===== src/rtl/tbr_pkg.sv =====
package tbr_pkg;

  // default vertex coordinate width
  localparam int COORD_BITS_DEF = 10;

  // request type codes
  localparam logic REQ_LOAD = 1'b0;
  localparam logic REQ_STEP = 1'b1;

  // multiplier issue slots per sequence, and the slot counter width
  localparam int SEQ_LEN  = 9;
  localparam int CNT_W    = 4;
  localparam logic [CNT_W-1:0] SEQ_LAST = CNT_W'(SEQ_LEN - 1);

  // multiplier operations; A starts a pair, B finishes it and stores the sum (the difference for den, nu and nv)
  typedef enum logic [4:0] {
    OP_NONE,
    OP_D00A, OP_D00B,
    OP_D01A, OP_D01B,
    OP_D11A, OP_D11B,
    OP_DENA, OP_DENB,
    OP_D02A, OP_D02B,
    OP_D12A, OP_D12B,
    OP_NUA,  OP_NUB,
    OP_NVA,  OP_NVB
  } mul_op_t;

  typedef enum logic [2:0] {
    ST_IDLE,
    ST_LOAD,
    ST_PIX,
    ST_DRAIN,
    ST_DONE
  } ctl_state_t;

  // controller to datapath
  typedef struct packed {
    logic    accept_load;
    logic    accept_step;
    mul_op_t op;
    logic    out_load;
  } cmd_t;

  // datapath to controller
  typedef struct packed {
    logic scan_active;
  } status_t;

  // per-triangle sequence: the edge dots d00, d01 and d11, then the denominator
  function automatic mul_op_t load_op(input logic [CNT_W-1:0] idx);
    mul_op_t op;
    case (idx)
      4'd0: op = OP_D00A;
      4'd1: op = OP_D00B;
      4'd2: op = OP_D01A;
      4'd3: op = OP_D01B;
      4'd4: op = OP_D11A;
      4'd5: op = OP_D11B;
      4'd6: op = OP_NONE;
      4'd7: op = OP_DENA;
      4'd8: op = OP_DENB;
      default: op = OP_NONE;
    endcase
    return op;
  endfunction

  // per-pixel sequence: two point dots, then the two numerators
  function automatic mul_op_t pix_op(input logic [CNT_W-1:0] idx);
    mul_op_t op;
    case (idx)
      4'd0: op = OP_D02A;
      4'd1: op = OP_D02B;
      4'd2: op = OP_D12A;
      4'd3: op = OP_D12B;
      4'd4: op = OP_NONE;
      4'd5: op = OP_NUA;
      4'd6: op = OP_NUB;
      4'd7: op = OP_NVA;
      4'd8: op = OP_NVB;
      default: op = OP_NONE;
    endcase
    return op;
  endfunction

endpackage


===== src/rtl/tbr_req_if.sv =====
interface tbr_req_if #(
  parameter int COORD_BITS = tbr_pkg::COORD_BITS_DEF
);
  logic                         valid;
  logic                         ready;
  logic                         req_type;
  logic signed [COORD_BITS-1:0] ax;
  logic signed [COORD_BITS-1:0] ay;
  logic signed [COORD_BITS-1:0] bx;
  logic signed [COORD_BITS-1:0] by_coord;
  logic signed [COORD_BITS-1:0] cx;
  logic signed [COORD_BITS-1:0] cy;

  modport source (output valid, req_type, ax, ay, bx, by_coord, cx, cy, input ready);
  modport sink   (input valid, req_type, ax, ay, bx, by_coord, cx, cy, output ready);
endinterface


===== src/rtl/tbr_res_if.sv =====
interface tbr_res_if #(
  parameter int COORD_BITS = tbr_pkg::COORD_BITS_DEF
);
  logic                         valid;
  logic                         ready;
  logic signed [COORD_BITS-1:0] pixel_x;
  logic signed [COORD_BITS-1:0] pixel_y;
  logic                         inside_res;
  logic                         last;
  logic                         valid_pos;

  modport source (output valid, pixel_x, pixel_y, inside_res, last, valid_pos, input ready);
  modport sink   (input valid, pixel_x, pixel_y, inside_res, last, valid_pos, output ready);
endinterface


===== src/rtl/tbr_ctrl.sv =====
module tbr_ctrl (
  input  logic             clk,
  input  logic             rst,
  input  logic             in_valid,
  input  logic             in_req_type,
  output logic             in_ready,
  input  logic             out_ready,
  output logic             out_valid,
  input  tbr_pkg::status_t status,
  output tbr_pkg::cmd_t    cmd
);

  tbr_pkg::ctl_state_t            state;
  tbr_pkg::ctl_state_t            state_next;
  logic [tbr_pkg::CNT_W-1:0]      cnt;
  logic [tbr_pkg::CNT_W-1:0]      cnt_next;
  logic                           out_valid_next;

  // state, slot counter and result-held flag
  always_ff @(posedge clk) begin
    if (rst) begin
      state     <= tbr_pkg::ST_IDLE;
      cnt       <= '0;
      out_valid <= 1'b0;
    end else begin
      state     <= state_next;
      cnt       <= cnt_next;
      out_valid <= out_valid_next;
    end
  end

  // next state and commands
  always_comb begin
    state_next      = state;
    cnt_next        = cnt;
    cmd.accept_load = 1'b0;
    cmd.accept_step = 1'b0;
    cmd.op          = tbr_pkg::OP_NONE;
    cmd.out_load    = 1'b0;
    in_ready        = 1'b0;
    case (state)
      tbr_pkg::ST_IDLE: begin
        in_ready = 1'b1;
        cnt_next = '0;
        if (in_valid) begin
          if (in_req_type == tbr_pkg::REQ_STEP) begin
            cmd.accept_step = 1'b1;
            state_next = status.scan_active ? tbr_pkg::ST_PIX : tbr_pkg::ST_DONE;
          end else begin
            cmd.accept_load = 1'b1;
            state_next = tbr_pkg::ST_LOAD;
          end
        end
      end
      tbr_pkg::ST_LOAD: begin
        cmd.op   = tbr_pkg::load_op(cnt);
        cnt_next = cnt + 1'b1;
        if (cnt == tbr_pkg::SEQ_LAST) state_next = tbr_pkg::ST_DRAIN;
      end
      tbr_pkg::ST_PIX: begin
        cmd.op   = tbr_pkg::pix_op(cnt);
        cnt_next = cnt + 1'b1;
        if (cnt == tbr_pkg::SEQ_LAST) state_next = tbr_pkg::ST_DRAIN;
      end
      tbr_pkg::ST_DRAIN: begin
        state_next = tbr_pkg::ST_DONE;
      end
      tbr_pkg::ST_DONE: begin
        if (!out_valid || out_ready) begin
          cmd.out_load = 1'b1;
          state_next   = tbr_pkg::ST_IDLE;
        end
      end
      default: begin
        state_next = tbr_pkg::ST_IDLE;
      end
    endcase
  end

  // output register occupancy
  always_comb begin
    if (cmd.out_load) out_valid_next = 1'b1;
    else if (out_ready) out_valid_next = 1'b0;
    else out_valid_next = out_valid;
  end

endmodule


===== src/rtl/tbr_datapath.sv =====
module tbr_datapath #(
  parameter int COORD_BITS = tbr_pkg::COORD_BITS_DEF
) (
  input  logic                         clk,
  input  logic                         rst,
  input  tbr_pkg::cmd_t                cmd,
  output tbr_pkg::status_t             status,
  input  logic signed [COORD_BITS-1:0] ax,
  input  logic signed [COORD_BITS-1:0] ay,
  input  logic signed [COORD_BITS-1:0] bx,
  input  logic signed [COORD_BITS-1:0] by_coord,
  input  logic signed [COORD_BITS-1:0] cx,
  input  logic signed [COORD_BITS-1:0] cy,
  output logic signed [COORD_BITS-1:0] pixel_x,
  output logic signed [COORD_BITS-1:0] pixel_y,
  output logic                         inside_res,
  output logic                         last,
  output logic                         valid_pos
);

  localparam int DIF_W  = COORD_BITS + 1;
  localparam int DOT_W  = 2 * COORD_BITS + 3;
  localparam int PROD_W = 2 * DOT_W;
  localparam int WIDE_W = PROD_W + 1;
  localparam int SUM_W  = WIDE_W + 1;

  // triangle state
  logic signed [COORD_BITS-1:0] ax_r, ay_r;
  logic signed [COORD_BITS-1:0] min_x, min_y, max_x, max_y;
  logic signed [COORD_BITS-1:0] box_min_x, box_min_y, box_max_x, box_max_y;
  logic signed [DIF_W-1:0]      e0x, e0y, e1x, e1y;
  logic signed [DOT_W-1:0]      d00, d01, d11;
  logic signed [WIDE_W-1:0]     den;

  // scan and per-pixel state
  logic                         scan_active;
  logic signed [COORD_BITS-1:0] scan_x, scan_y;
  logic                         end_px;
  logic signed [DIF_W-1:0]      wx, wy;
  logic signed [DOT_W-1:0]      d02, d12;
  logic signed [WIDE_W-1:0]     nu, nv;
  logic signed [COORD_BITS-1:0] res_x, res_y;
  logic                         res_last;
  logic                         res_pix;

  // shared multiplier
  logic signed [DOT_W-1:0]      mul_a, mul_b;
  logic signed [PROD_W-1:0]     prod;
  tbr_pkg::mul_op_t             op_q;
  logic signed [WIDE_W-1:0]     acc;
  logic signed [WIDE_W-1:0]     sum_add, sum_sub;

  // final test
  logic signed [SUM_W-1:0]      num_sum, margin;
  logic                         inside_calc;

  assign status.scan_active = scan_active;

  // bounding box of the incoming vertices
  always_comb begin
    min_x = (ax < bx) ? ax : bx;
    min_x = (min_x < cx) ? min_x : cx;
    max_x = (ax > bx) ? ax : bx;
    max_x = (max_x > cx) ? max_x : cx;
    min_y = (ay < by_coord) ? ay : by_coord;
    min_y = (min_y < cy) ? min_y : cy;
    max_y = (ay > by_coord) ? ay : by_coord;
    max_y = (max_y > cy) ? max_y : cy;
  end

  assign end_px = (scan_x == box_max_x) && (scan_y == box_max_y);

  // scan control flag
  always_ff @(posedge clk) begin
    if (rst) begin
      scan_active <= 1'b0;
    end else if (cmd.accept_load) begin
      scan_active <= 1'b1;
    end else if (cmd.accept_step && scan_active && end_px) begin
      scan_active <= 1'b0;
    end
  end

  // triangle load and row-major scan
  always_ff @(posedge clk) begin
    if (cmd.accept_load) begin
      ax_r      <= ax;
      ay_r      <= ay;
      e0x       <= DIF_W'(cx) - DIF_W'(ax);
      e0y       <= DIF_W'(cy) - DIF_W'(ay);
      e1x       <= DIF_W'(bx) - DIF_W'(ax);
      e1y       <= DIF_W'(by_coord) - DIF_W'(ay);
      box_min_x <= min_x;
      box_min_y <= min_y;
      box_max_x <= max_x;
      box_max_y <= max_y;
      scan_x    <= min_x;
      scan_y    <= min_y;
      res_pix   <= 1'b0;
    end else if (cmd.accept_step) begin
      res_pix  <= scan_active;
      res_x    <= scan_x;
      res_y    <= scan_y;
      res_last <= end_px;
      wx       <= DIF_W'(scan_x) - DIF_W'(ax_r);
      wy       <= DIF_W'(scan_y) - DIF_W'(ay_r);
      if (scan_active && !end_px) begin
        if (scan_x >= box_max_x) begin
          scan_x <= box_min_x;
          scan_y <= scan_y + 1'b1;
        end else begin
          scan_x <= scan_x + 1'b1;
        end
      end
    end
  end

  // operand selection
  always_comb begin
    case (cmd.op)
      tbr_pkg::OP_D00A: begin mul_a = DOT_W'(e0x); mul_b = DOT_W'(e0x); end
      tbr_pkg::OP_D00B: begin mul_a = DOT_W'(e0y); mul_b = DOT_W'(e0y); end
      tbr_pkg::OP_D01A: begin mul_a = DOT_W'(e0x); mul_b = DOT_W'(e1x); end
      tbr_pkg::OP_D01B: begin mul_a = DOT_W'(e0y); mul_b = DOT_W'(e1y); end
      tbr_pkg::OP_D11A: begin mul_a = DOT_W'(e1x); mul_b = DOT_W'(e1x); end
      tbr_pkg::OP_D11B: begin mul_a = DOT_W'(e1y); mul_b = DOT_W'(e1y); end
      tbr_pkg::OP_DENA: begin mul_a = d00;         mul_b = d11;         end
      tbr_pkg::OP_DENB: begin mul_a = d01;         mul_b = d01;         end
      tbr_pkg::OP_D02A: begin mul_a = DOT_W'(e0x); mul_b = DOT_W'(wx);  end
      tbr_pkg::OP_D02B: begin mul_a = DOT_W'(e0y); mul_b = DOT_W'(wy);  end
      tbr_pkg::OP_D12A: begin mul_a = DOT_W'(e1x); mul_b = DOT_W'(wx);  end
      tbr_pkg::OP_D12B: begin mul_a = DOT_W'(e1y); mul_b = DOT_W'(wy);  end
      tbr_pkg::OP_NUA:  begin mul_a = d11;         mul_b = d02;         end
      tbr_pkg::OP_NUB:  begin mul_a = d01;         mul_b = d12;         end
      tbr_pkg::OP_NVA:  begin mul_a = d00;         mul_b = d12;         end
      tbr_pkg::OP_NVB:  begin mul_a = d01;         mul_b = d02;         end
      default:          begin mul_a = '0;          mul_b = '0;          end
    endcase
  end

  // product register and the op that produced it
  always_ff @(posedge clk) begin
    prod <= PROD_W'(mul_a) * PROD_W'(mul_b);
    if (rst) op_q <= tbr_pkg::OP_NONE;
    else     op_q <= cmd.op;
  end

  assign sum_add = acc + WIDE_W'(prod);
  assign sum_sub = acc - WIDE_W'(prod);

  // accumulate pairs and store results
  always_ff @(posedge clk) begin
    case (op_q)
      tbr_pkg::OP_D00A, tbr_pkg::OP_D01A, tbr_pkg::OP_D11A, tbr_pkg::OP_DENA,
      tbr_pkg::OP_D02A, tbr_pkg::OP_D12A, tbr_pkg::OP_NUA,  tbr_pkg::OP_NVA: begin
        acc <= WIDE_W'(prod);
      end
      tbr_pkg::OP_D00B: d00 <= DOT_W'(sum_add);
      tbr_pkg::OP_D01B: d01 <= DOT_W'(sum_add);
      tbr_pkg::OP_D11B: d11 <= DOT_W'(sum_add);
      tbr_pkg::OP_DENB: den <= sum_sub;
      tbr_pkg::OP_D02B: d02 <= DOT_W'(sum_add);
      tbr_pkg::OP_D12B: d12 <= DOT_W'(sum_add);
      tbr_pkg::OP_NUB:  nu  <= sum_sub;
      tbr_pkg::OP_NVB:  nv  <= sum_sub;
      default: begin
      end
    endcase
  end

  // inside when den != 0, nu >= 0, nv >= 0 and nu + nv <= den
  assign num_sum = SUM_W'(nu) + SUM_W'(nv);
  assign margin  = SUM_W'(den) - num_sum;
  assign inside_calc = (den != '0) && !nu[WIDE_W-1] && !nv[WIDE_W-1] && !margin[SUM_W-1];

  // output register
  always_ff @(posedge clk) begin
    if (cmd.out_load) begin
      pixel_x    <= res_pix ? res_x : '0;
      pixel_y    <= res_pix ? res_y : '0;
      inside_res <= res_pix & inside_calc;
      last       <= res_pix & res_last;
      valid_pos  <= res_pix;
    end
  end

endmodule


===== src/rtl/triangle_bbox_rasterizer_unit.sv =====
// Triangle bounding-box rasterizer. A load request takes three signed
// vertices, stores their bounding box and edge dot products, and parks the
// scan on the box's top-left corner; each step request tests one pixel with
// exact integer barycentric arithmetic and advances the scan row-major.
// Every request gives one result. A load and a pixel step each pass through
// the issue slots of the single shared multiplier and a drain state before
// the result write state; a step while no scan is active goes straight to
// the result write state. That state waits while the output register holds
// a result not yet taken. One request is in work
// at a time; a new one is accepted while the previous result waits in the
// output register. Degenerate triangles scan their box with inside_res clear.
module triangle_bbox_rasterizer_unit #(
  parameter int COORD_BITS = tbr_pkg::COORD_BITS_DEF
) (
  input logic      clk,
  input logic      rst,
  tbr_req_if.sink  req_ch,
  tbr_res_if.source res_ch
);

  tbr_pkg::cmd_t    cmd;
  tbr_pkg::status_t status;

  // sequencing
  tbr_ctrl u_ctrl (
    .clk         (clk),
    .rst         (rst),
    .in_valid    (req_ch.valid),
    .in_req_type (req_ch.req_type),
    .in_ready    (req_ch.ready),
    .out_ready   (res_ch.ready),
    .out_valid   (res_ch.valid),
    .status      (status),
    .cmd         (cmd)
  );

  // arithmetic and scan state
  tbr_datapath #(
    .COORD_BITS (COORD_BITS)
  ) u_datapath (
    .clk        (clk),
    .rst        (rst),
    .cmd        (cmd),
    .status     (status),
    .ax         (req_ch.ax),
    .ay         (req_ch.ay),
    .bx         (req_ch.bx),
    .by_coord   (req_ch.by_coord),
    .cx         (req_ch.cx),
    .cy         (req_ch.cy),
    .pixel_x    (res_ch.pixel_x),
    .pixel_y    (res_ch.pixel_y),
    .inside_res (res_ch.inside_res),
    .last       (res_ch.last),
    .valid_pos  (res_ch.valid_pos)
  );

`ifndef SYNTHESIS
  // one request in work at a time
  assert property (@(posedge clk) disable iff (rst)
    (req_ch.valid && req_ch.ready) |=> !req_ch.ready)
    else $error("request accepted while another is in work");

  // results without a pixel carry zero fields
  assert property (@(posedge clk) disable iff (rst)
    (res_ch.valid && !res_ch.valid_pos) |->
      (res_ch.pixel_x == '0 && res_ch.pixel_y == '0 && !res_ch.inside_res && !res_ch.last))
    else $error("non-pixel result has nonzero fields");

  // inside and last only on a scanned pixel
  assert property (@(posedge clk) disable iff (rst)
    (res_ch.valid && (res_ch.inside_res || res_ch.last)) |-> res_ch.valid_pos)
    else $error("inside or last flag without a scanned pixel");
`endif

endmodule


===== src/flat_wrapper.sv =====
// flat-port wrapper written by rule: the top's interface ports become plain ports
module triangle_bbox_rasterizer_unit_flat 
#(
  parameter int COORD_BITS = tbr_pkg::COORD_BITS_DEF
)
  (clk, rst, req_ch_valid, req_ch_req_type, req_ch_ax, req_ch_ay, req_ch_bx, req_ch_by_coord, req_ch_cx, req_ch_cy, req_ch_ready, res_ch_valid, res_ch_pixel_x, res_ch_pixel_y, res_ch_inside_res, res_ch_last, res_ch_valid_pos, res_ch_ready);
  tbr_req_if #(.COORD_BITS(COORD_BITS)) req_ch_i ();
  tbr_res_if #(.COORD_BITS(COORD_BITS)) res_ch_i ();
  input logic clk;
  input logic rst;
  input wire logic [$bits(req_ch_i.valid)-1:0] req_ch_valid;
  input wire logic [$bits(req_ch_i.req_type)-1:0] req_ch_req_type;
  input wire logic [$bits(req_ch_i.ax)-1:0] req_ch_ax;
  input wire logic [$bits(req_ch_i.ay)-1:0] req_ch_ay;
  input wire logic [$bits(req_ch_i.bx)-1:0] req_ch_bx;
  input wire logic [$bits(req_ch_i.by_coord)-1:0] req_ch_by_coord;
  input wire logic [$bits(req_ch_i.cx)-1:0] req_ch_cx;
  input wire logic [$bits(req_ch_i.cy)-1:0] req_ch_cy;
  output wire logic [$bits(req_ch_i.ready)-1:0] req_ch_ready;
  output wire logic [$bits(res_ch_i.valid)-1:0] res_ch_valid;
  output wire logic [$bits(res_ch_i.pixel_x)-1:0] res_ch_pixel_x;
  output wire logic [$bits(res_ch_i.pixel_y)-1:0] res_ch_pixel_y;
  output wire logic [$bits(res_ch_i.inside_res)-1:0] res_ch_inside_res;
  output wire logic [$bits(res_ch_i.last)-1:0] res_ch_last;
  output wire logic [$bits(res_ch_i.valid_pos)-1:0] res_ch_valid_pos;
  input wire logic [$bits(res_ch_i.ready)-1:0] res_ch_ready;
  assign req_ch_i.valid = req_ch_valid;
  assign req_ch_i.req_type = req_ch_req_type;
  assign req_ch_i.ax = req_ch_ax;
  assign req_ch_i.ay = req_ch_ay;
  assign req_ch_i.bx = req_ch_bx;
  assign req_ch_i.by_coord = req_ch_by_coord;
  assign req_ch_i.cx = req_ch_cx;
  assign req_ch_i.cy = req_ch_cy;
  assign req_ch_ready = req_ch_i.ready;
  assign res_ch_valid = res_ch_i.valid;
  assign res_ch_pixel_x = res_ch_i.pixel_x;
  assign res_ch_pixel_y = res_ch_i.pixel_y;
  assign res_ch_inside_res = res_ch_i.inside_res;
  assign res_ch_last = res_ch_i.last;
  assign res_ch_valid_pos = res_ch_i.valid_pos;
  assign res_ch_i.ready = res_ch_ready;
  triangle_bbox_rasterizer_unit #(.COORD_BITS(COORD_BITS)) u_core (.clk(clk), .rst(rst), .req_ch(req_ch_i), .res_ch(res_ch_i));
endmodule

===== config.mk =====
export PLATFORM = sky130hd
export DESIGN_NAME = triangle_bbox_rasterizer_unit_flat
export DESIGN_NICKNAME = d
export VERILOG_FILES = /design/src/rtl/tbr_pkg.sv /design/src/rtl/tbr_req_if.sv /design/src/rtl/tbr_res_if.sv /design/src/rtl/tbr_ctrl.sv /design/src/rtl/tbr_datapath.sv /design/src/rtl/triangle_bbox_rasterizer_unit.sv /design/src/flat_wrapper.sv
export SDC_FILE = /design/constraint.sdc
export NUM_CORES = 2
export LEC_CHECK = 0
export ABC_AREA = 1
export BUFFER_PORTS_ARGS = -buffer_cell sky130_fd_sc_hd__buf_4
export CAP_MARGIN = 20
export CORE_ASPECT_RATIO = 2
export CORE_MARGIN = 2
export CORE_UTILIZATION = 35
export DETAILED_ROUTE_END_ITERATION = 10
export PLACE_DENSITY_LB_ADDON = 0.25
export SLEW_MARGIN = 25
export SYNTH_ARGS = -nofsm -noshare
export SYNTH_HDL_FRONTEND = slang
export SYNTH_SLANG_ARGS = --single-unit

===== constraint.sdc =====
create_clock -name clk -period 13.25 [get_ports clk]
set_input_delay 0.6625 -clock clk [delete_from_list [all_inputs] [get_ports clk]]
set_output_delay 0.6625 -clock clk [all_outputs]
set_load 0.01 [all_outputs]

# [Word-level counts from Yosys, hierarchy flattened]
# Memory sizes are Yosys's and may differ from the RTL's. A register that Yosys moved wholly into a read port is not among the register bits.
# Index checks and enable logic that the tools add are counted.
[word_totals] output_inout_bits=25 mem_count=2 reg_bits=543 rom_bits=144 in_bits=65
[mem_list] name="(no name shown)" depth=16 width=5 read_ports=1 rd_ports_with_merged_regs=1 wr=0 line_no="tbr_pkg.sv:70" source="case (idx)"
[mem_list] name="(no name shown)" depth=16 width=4 read_ports=1 rd_ports_with_merged_regs=1 wr=0 line_no="tbr_pkg.sv:52" source="case (idx)"
[classes] n_eq_ne=42 n_lt_le_gt_ge=9 muxes=41 bitwise_logic=3 n_reduce_logical=39 multipliers=1 addsub=13
[op_table] cell="case mux 23 bit (10 select lines)" count=1
[op_table] cell="case mux 23 bit (7 select lines)" count=1
[op_table] cell="two-way mux 10 bit" count=16
[op_table] cell="== test 5 x 4 -> 1 bit (second input constant)" count=16
[op_table] cell="subtractor 10 x 10 -> 11 bit" count=6
[op_table] cell="adder 47 x 47 -> 48 bit" count=1
[op_table] cell="subtractor 47 x 48 -> 48 bit" count=1
[op_table] cell="nonzero test 47 bit" count=1
[op_table] cell="subtractor 46 x 46 -> 47 bit" count=1
[op_table] cell="multiplier 23 x 23 -> 46 bit" count=1
[op_table] cell="== test 5 x 3 -> 1 bit (second input constant)" count=8
[op_table] cell="> comparator 10 bit" count=4
[op_table] cell="< comparator 10 bit" count=4
[op_table] cell="adder 23 bit" count=1
[op_table] cell="adder 10 x 1 -> 10 bit (second input constant)" count=2
[op_table] cell="== test 10 bit" count=2
[op_table] cell="== test 5 x 2 -> 1 bit (second input constant)" count=4
[op_table] cell="OR reduction 2 bit" count=10
[op_table] cell="two-way mux 4 bit" count=4
[op_table] cell="two-way mux 3 bit" count=5
[op_table] cell="case mux 3 bit (4 select lines)" count=1
[op_table] cell="nonzero test 2 bit" count=6
[op_table] cell="== test 5 x 1 -> 1 bit (second input constant)" count=2
[op_table] cell="== test 5 bit (second input constant)" count=2
[op_table] cell="22 further kinds" count=48

# [Depth between registers and ports, before layout]
[depth] depth_word=7 depth_mapped=45

# [Cells and area by module]
# From an unflattened synthesis, not the netlist that was laid out.
[hier_totals] hier_cells=5457 area_unflattened_um2=50933.8
[by_module_without_submodules] mod="tbr_datapath" n_inst=1 seq_area_each_um2=15534.9 cells_each=5322 area_per_inst_um2=50011.7
[by_module_without_submodules] mod="tbr_ctrl" n_inst=1 seq_area_each_um2=320.3 cells_each=135 area_per_inst_um2=922.1

# [Worst setup path after synthesis]
# Ideal clock, no wire load.
[synth_timing] kind="register to register" startpoint="reg u_core.u_ctrl.state[2]" endpoint="reg u_core.u_datapath.prod[44]" stages_incl_launch_ff=37 arrival_time_ns=7.670 path_slack_ns=5.462 required_time_ns=13.131 cell_sequence="dfxtp_1 inv_2 nand3_2 o22ai_4 inv_2 nand2_2 nor2_1 nand2_1 nand2_2 buf_2 buf_2 a221oi_2 nand4_1 buf_2 nand2_1 fa_1 inv_1 fa_1 fa_1 inv_1 fa_1 fa_1 inv_1 fa_1 inv_1 fa_1 inv_1 ha_1 nand2_1 nor2_1 nand2_1 inv_1 a221oi_1 nand3_1 nand4_1 nand3_1 xor2_1"
[synth_via] elab_chain_cells=6
[synth_rtl] item="from (decl)" line_no="tbr_ctrl.sv:13" source="tbr_pkg::ctl_state_t state;"
[synth_rtl] item="from (signal assigned)" line_no="tbr_ctrl.sv:22" source="state <= tbr_pkg::ST_IDLE;"
[synth_rtl] item="from (signal assigned)" line_no="tbr_ctrl.sv:26" source="state <= state_next;"
[synth_rtl] item="== test 3 x 2 -> 1 bit / == test 3 x 1 -> 1 bit (equally long branches)" line_no="tbr_ctrl.sv:41" source="case (state)"
[synth_rtl] item="case mux 5 bit (2 select lines) (*)" line_no="tbr_ctrl.sv:41"
[synth_rtl] item="== test 5 bit (tied with other cells)" line_no="tbr_datapath.sv:120" source="case (cmd.op)"
[synth_rtl] item="OR reduction 3 bit (no source line) / OR reduction 2 bit (equally long branches)"
[synth_rtl] item="case mux 23 bit (7 select lines) / case mux 23 bit (10 select lines) (equally long branches)" line_no="tbr_datapath.sv:120"
[synth_rtl] item="multiplier 23 x 23 -> 46 bit (*)" line_no="tbr_datapath.sv:143" source="prod <= PROD_W'(mul_a) * PROD_W'(mul_b);"
[synth_rtl] item="to (signal assigned)" line_no="tbr_datapath.sv:143"
[synth_rtl] item="to (decl)" line_no="tbr_datapath.sv:48" source="logic signed [PROD_W-1:0] prod;"
# Mark *: on every way between the ends. The rest lies on a longest branch, timed or not.
# A chain may end at the register's enable or synchronous reset.

# [Final worst setup path]
# Same ends and word-level chain as after synthesis.

==> metrics.cfg <==
[clock_network]
clockRootBuffer=clkbuf_16
clk_path_buf_depth=3
cts_tree=done
cts_resized=0
clkTransAtPathRegs_ns=0.07
numCtsBuffers=55
ctsHoldBuffers=0
cts_max_level=2
insertion_delay_ns=0.66
cts_setup_buffers=0
clock-sinks=551

[timing]
worst_pin_slew_ns=1.122
clock_skew_ns=0.05936
period_needed_ns=10.13
finalHoldViolCount=0
fmax_mhz=98.68
relSlewSlack=0.2517
setup_tns_ns=0
rsz0062_at_grt=no
min_period_over_period=0.7648
setup_viol=0
drv_slew=0

[critical_path]
rrSetupSlack_ns=3.12
r2r-start=u_core.u_ctrl.state[2]
endpoint_kind=flop
r2r_cells=35
slowest_delay_ns=0.94
cp_top_family=adder cells
start_kind=flop
critPathMaxFanout=26
cp_slowest_cell=fa_1
required_ns=13.82
r2r-end=u_core.u_datapath.prod[44]
worst-path-buf-inv=9
critPathKind=flop to flop
worst_ep_arrival_time_ns=10.70

[global_route]
grt_usage=0.1935
grt_pass1_vias=37889
grt.overflow.total=0
met2_usage=0.3081
grtUsageMet1=0.2639
busiest_layer=met2
grt_pass1_wl_mm=222.4
antenna_found_initial=5
grt_max_degree=70
gr-usage-met3=0.03488

[placement]
place_congestion=0.9164
numPortBuffers=89
hpwlAfterDp_mm=115.4

[synth]
synth_flop_cell=edfxtp_1
synthCells=5633
yosysMostFrequentCell=inv_1
async_flop_share=0
ys_seq_area_frac=0.3082
synth_top_cell_area_share=0.2814
ys_ff_latch=551
ys_warn_count=0
synth_largest_area_cell=edfxtp_1
ys_top_cells_by_count=inv_1, nand2_1, fa_1
synth_area_leaders=edfxtp_1, fa_1, inv_1, ha_1, nand2_1
synth_cell_types=68
syn-num-nets=6673
synth_area_per_cell_um2=9.131
synth-edff-count=482
synth_area_um2=51440

[worst_hold_path]
hold_class=input pin to flop
hp-start=req_ch_ax[8]
holdPathEnd=u_core.u_datapath.ax_r[8]
min_path_cells=1

[layout]
syn_to_final_growth_pct=9.188
drive_above_1_share=0.05982
layout.nets=6728

[routing]
vias_per_cell=4.801
drtAntennaViolNets=0
routed_wl_mm=144.5
drt-wirelength-per-cell_um=18.90
firstDrtPassIters=5
drc=0
drtIter0Drc=2661
dr_total_vias=36716

[flow_run]
drv_cap=0

[floorplanning]
coreArea_um2=146400
die_w_um=275.1
rows=199
die_height_um=546.2
io_pins=90
start_util=0.3513
die_area_um2=150200

[outcome]
outcome=completed

[layer usage]
| metal | routed length [um] | vias to the layer above |
|---|---|---|
| li1 | - | 17534 |
| met1 | 63960 | 17918 |
| met2 | 65590 | 1033 |
| met3 | 9349 | 229 |
| met4 | 5602 | 2 |
| met5 | 13 | - |
[cell usage in the layout (no fill, tap or decap), types with 136 or more instances in the layout]
master	Yosys	routed
ha_1	357	357
fa_1	618	618
nand2_1	1089	1089
nand3_1	177	177
inv_1	1453	1453
o21ai_0	204	204
buf_4	10	136
a21oi_1	241	241
edfxtp_1	482	482
nor2_1	235	224
[worst reg2reg max path, delay by kind of cell, from the launching register on]
| kind | cells | cell delay, ns |
|---|---|---|
| DFF | 1 | 0.34 |
| and+or+nand+nor | 15 | 3.34 |
| adders and majority gates | 8 | 4.40 |
| xor gates and xnor gates | 1 | 0.13 |
| AOI/OAI and AO/OA | 2 | 0.83 |
| buffers and inverters | 9 | 1.03 |
[flip-flops by register name (all words and copies together) (netlist names), 11 cells and up, named ones only]
register,cells
u_core.u_datapath.prod,46
u_core.u_datapath.d00,23
u_core.u_datapath.wy,11
u_core.u_datapath.d12,23
u_core.u_datapath.e1x,11
u_core.u_datapath.e0x,11
u_core.u_datapath.nv,47
u_core.u_datapath.e0y,11
u_core.u_datapath.nu,47
u_core.u_datapath.acc,46
u_core.u_datapath.d02,23
u_core.u_datapath.d01,23
u_core.u_datapath.e1y,11
u_core.u_datapath.wx,11
u_core.u_datapath.den,47
u_core.u_datapath.d11,23
[cells by family after synthesis]
group / Yosys count / share of synthesized area
flip-flops: 551 / 0.3082
adder cells (fa/ha/maj): 975 / 0.3274
buffers and inverters: 1632 / 0.1233
AND/OR/NAND/NOR: 1662 / 0.1347
AO/OA/AOI/OAI: 626 / 0.07453
XOR/XNOR: 187 / 0.03184
[cell type report]
type | instances | area [um2]
antenna | 4 | 10.01
tap | 1909 | 2389
timing repair buffer | 136 | 1021
sequential | 551 | 15860
multi-input combinational | 3450 | 29380
fill | 14785 | 90240
inverter | 1494 | 5608
clock inverter | 23 | 271.5
clock buffer | 80 | 1625
[worst max-delay path by stage]
stage,start,end,depth (start not counted)
2_1_floorplan,u_core.u_ctrl.state[2],u_core.u_datapath.prod[44],36
3_3_place_gp,u_core.u_ctrl.state[2],u_core.u_datapath.prod[42],40
3_5_place_dp,u_core.u_ctrl.state[2],u_core.u_datapath.prod[44],35
4_1_cts,u_core.u_ctrl.state[2],u_core.u_datapath.prod[44],35
5_1_grt,u_core.u_ctrl.state[2],u_core.u_datapath.prod[44],35
6_report,u_core.u_ctrl.state[2],u_core.u_datapath.prod[44],35
[stage by stage]
stage	hold slack (ns)	utilization	setup slack, ns	std cells	cell area (um2)
after global routing	0.1829	0.3835	2.392	7643	56150
after global placement	0.4126	0.3705	2.962	7539	54240
after floorplan	0.4082	-	5.462	5633	51440
after CTS	0.1675	0.3835	3.147	7643	56150
after detailed placement	0.4179	0.3706	3.181	7540	54260
final	0.1991	0.3836	3.116	7647	56160
Power is not shown: default switching activity piles up to over one toggle a cycle in this logic, so the estimate is an artifact.
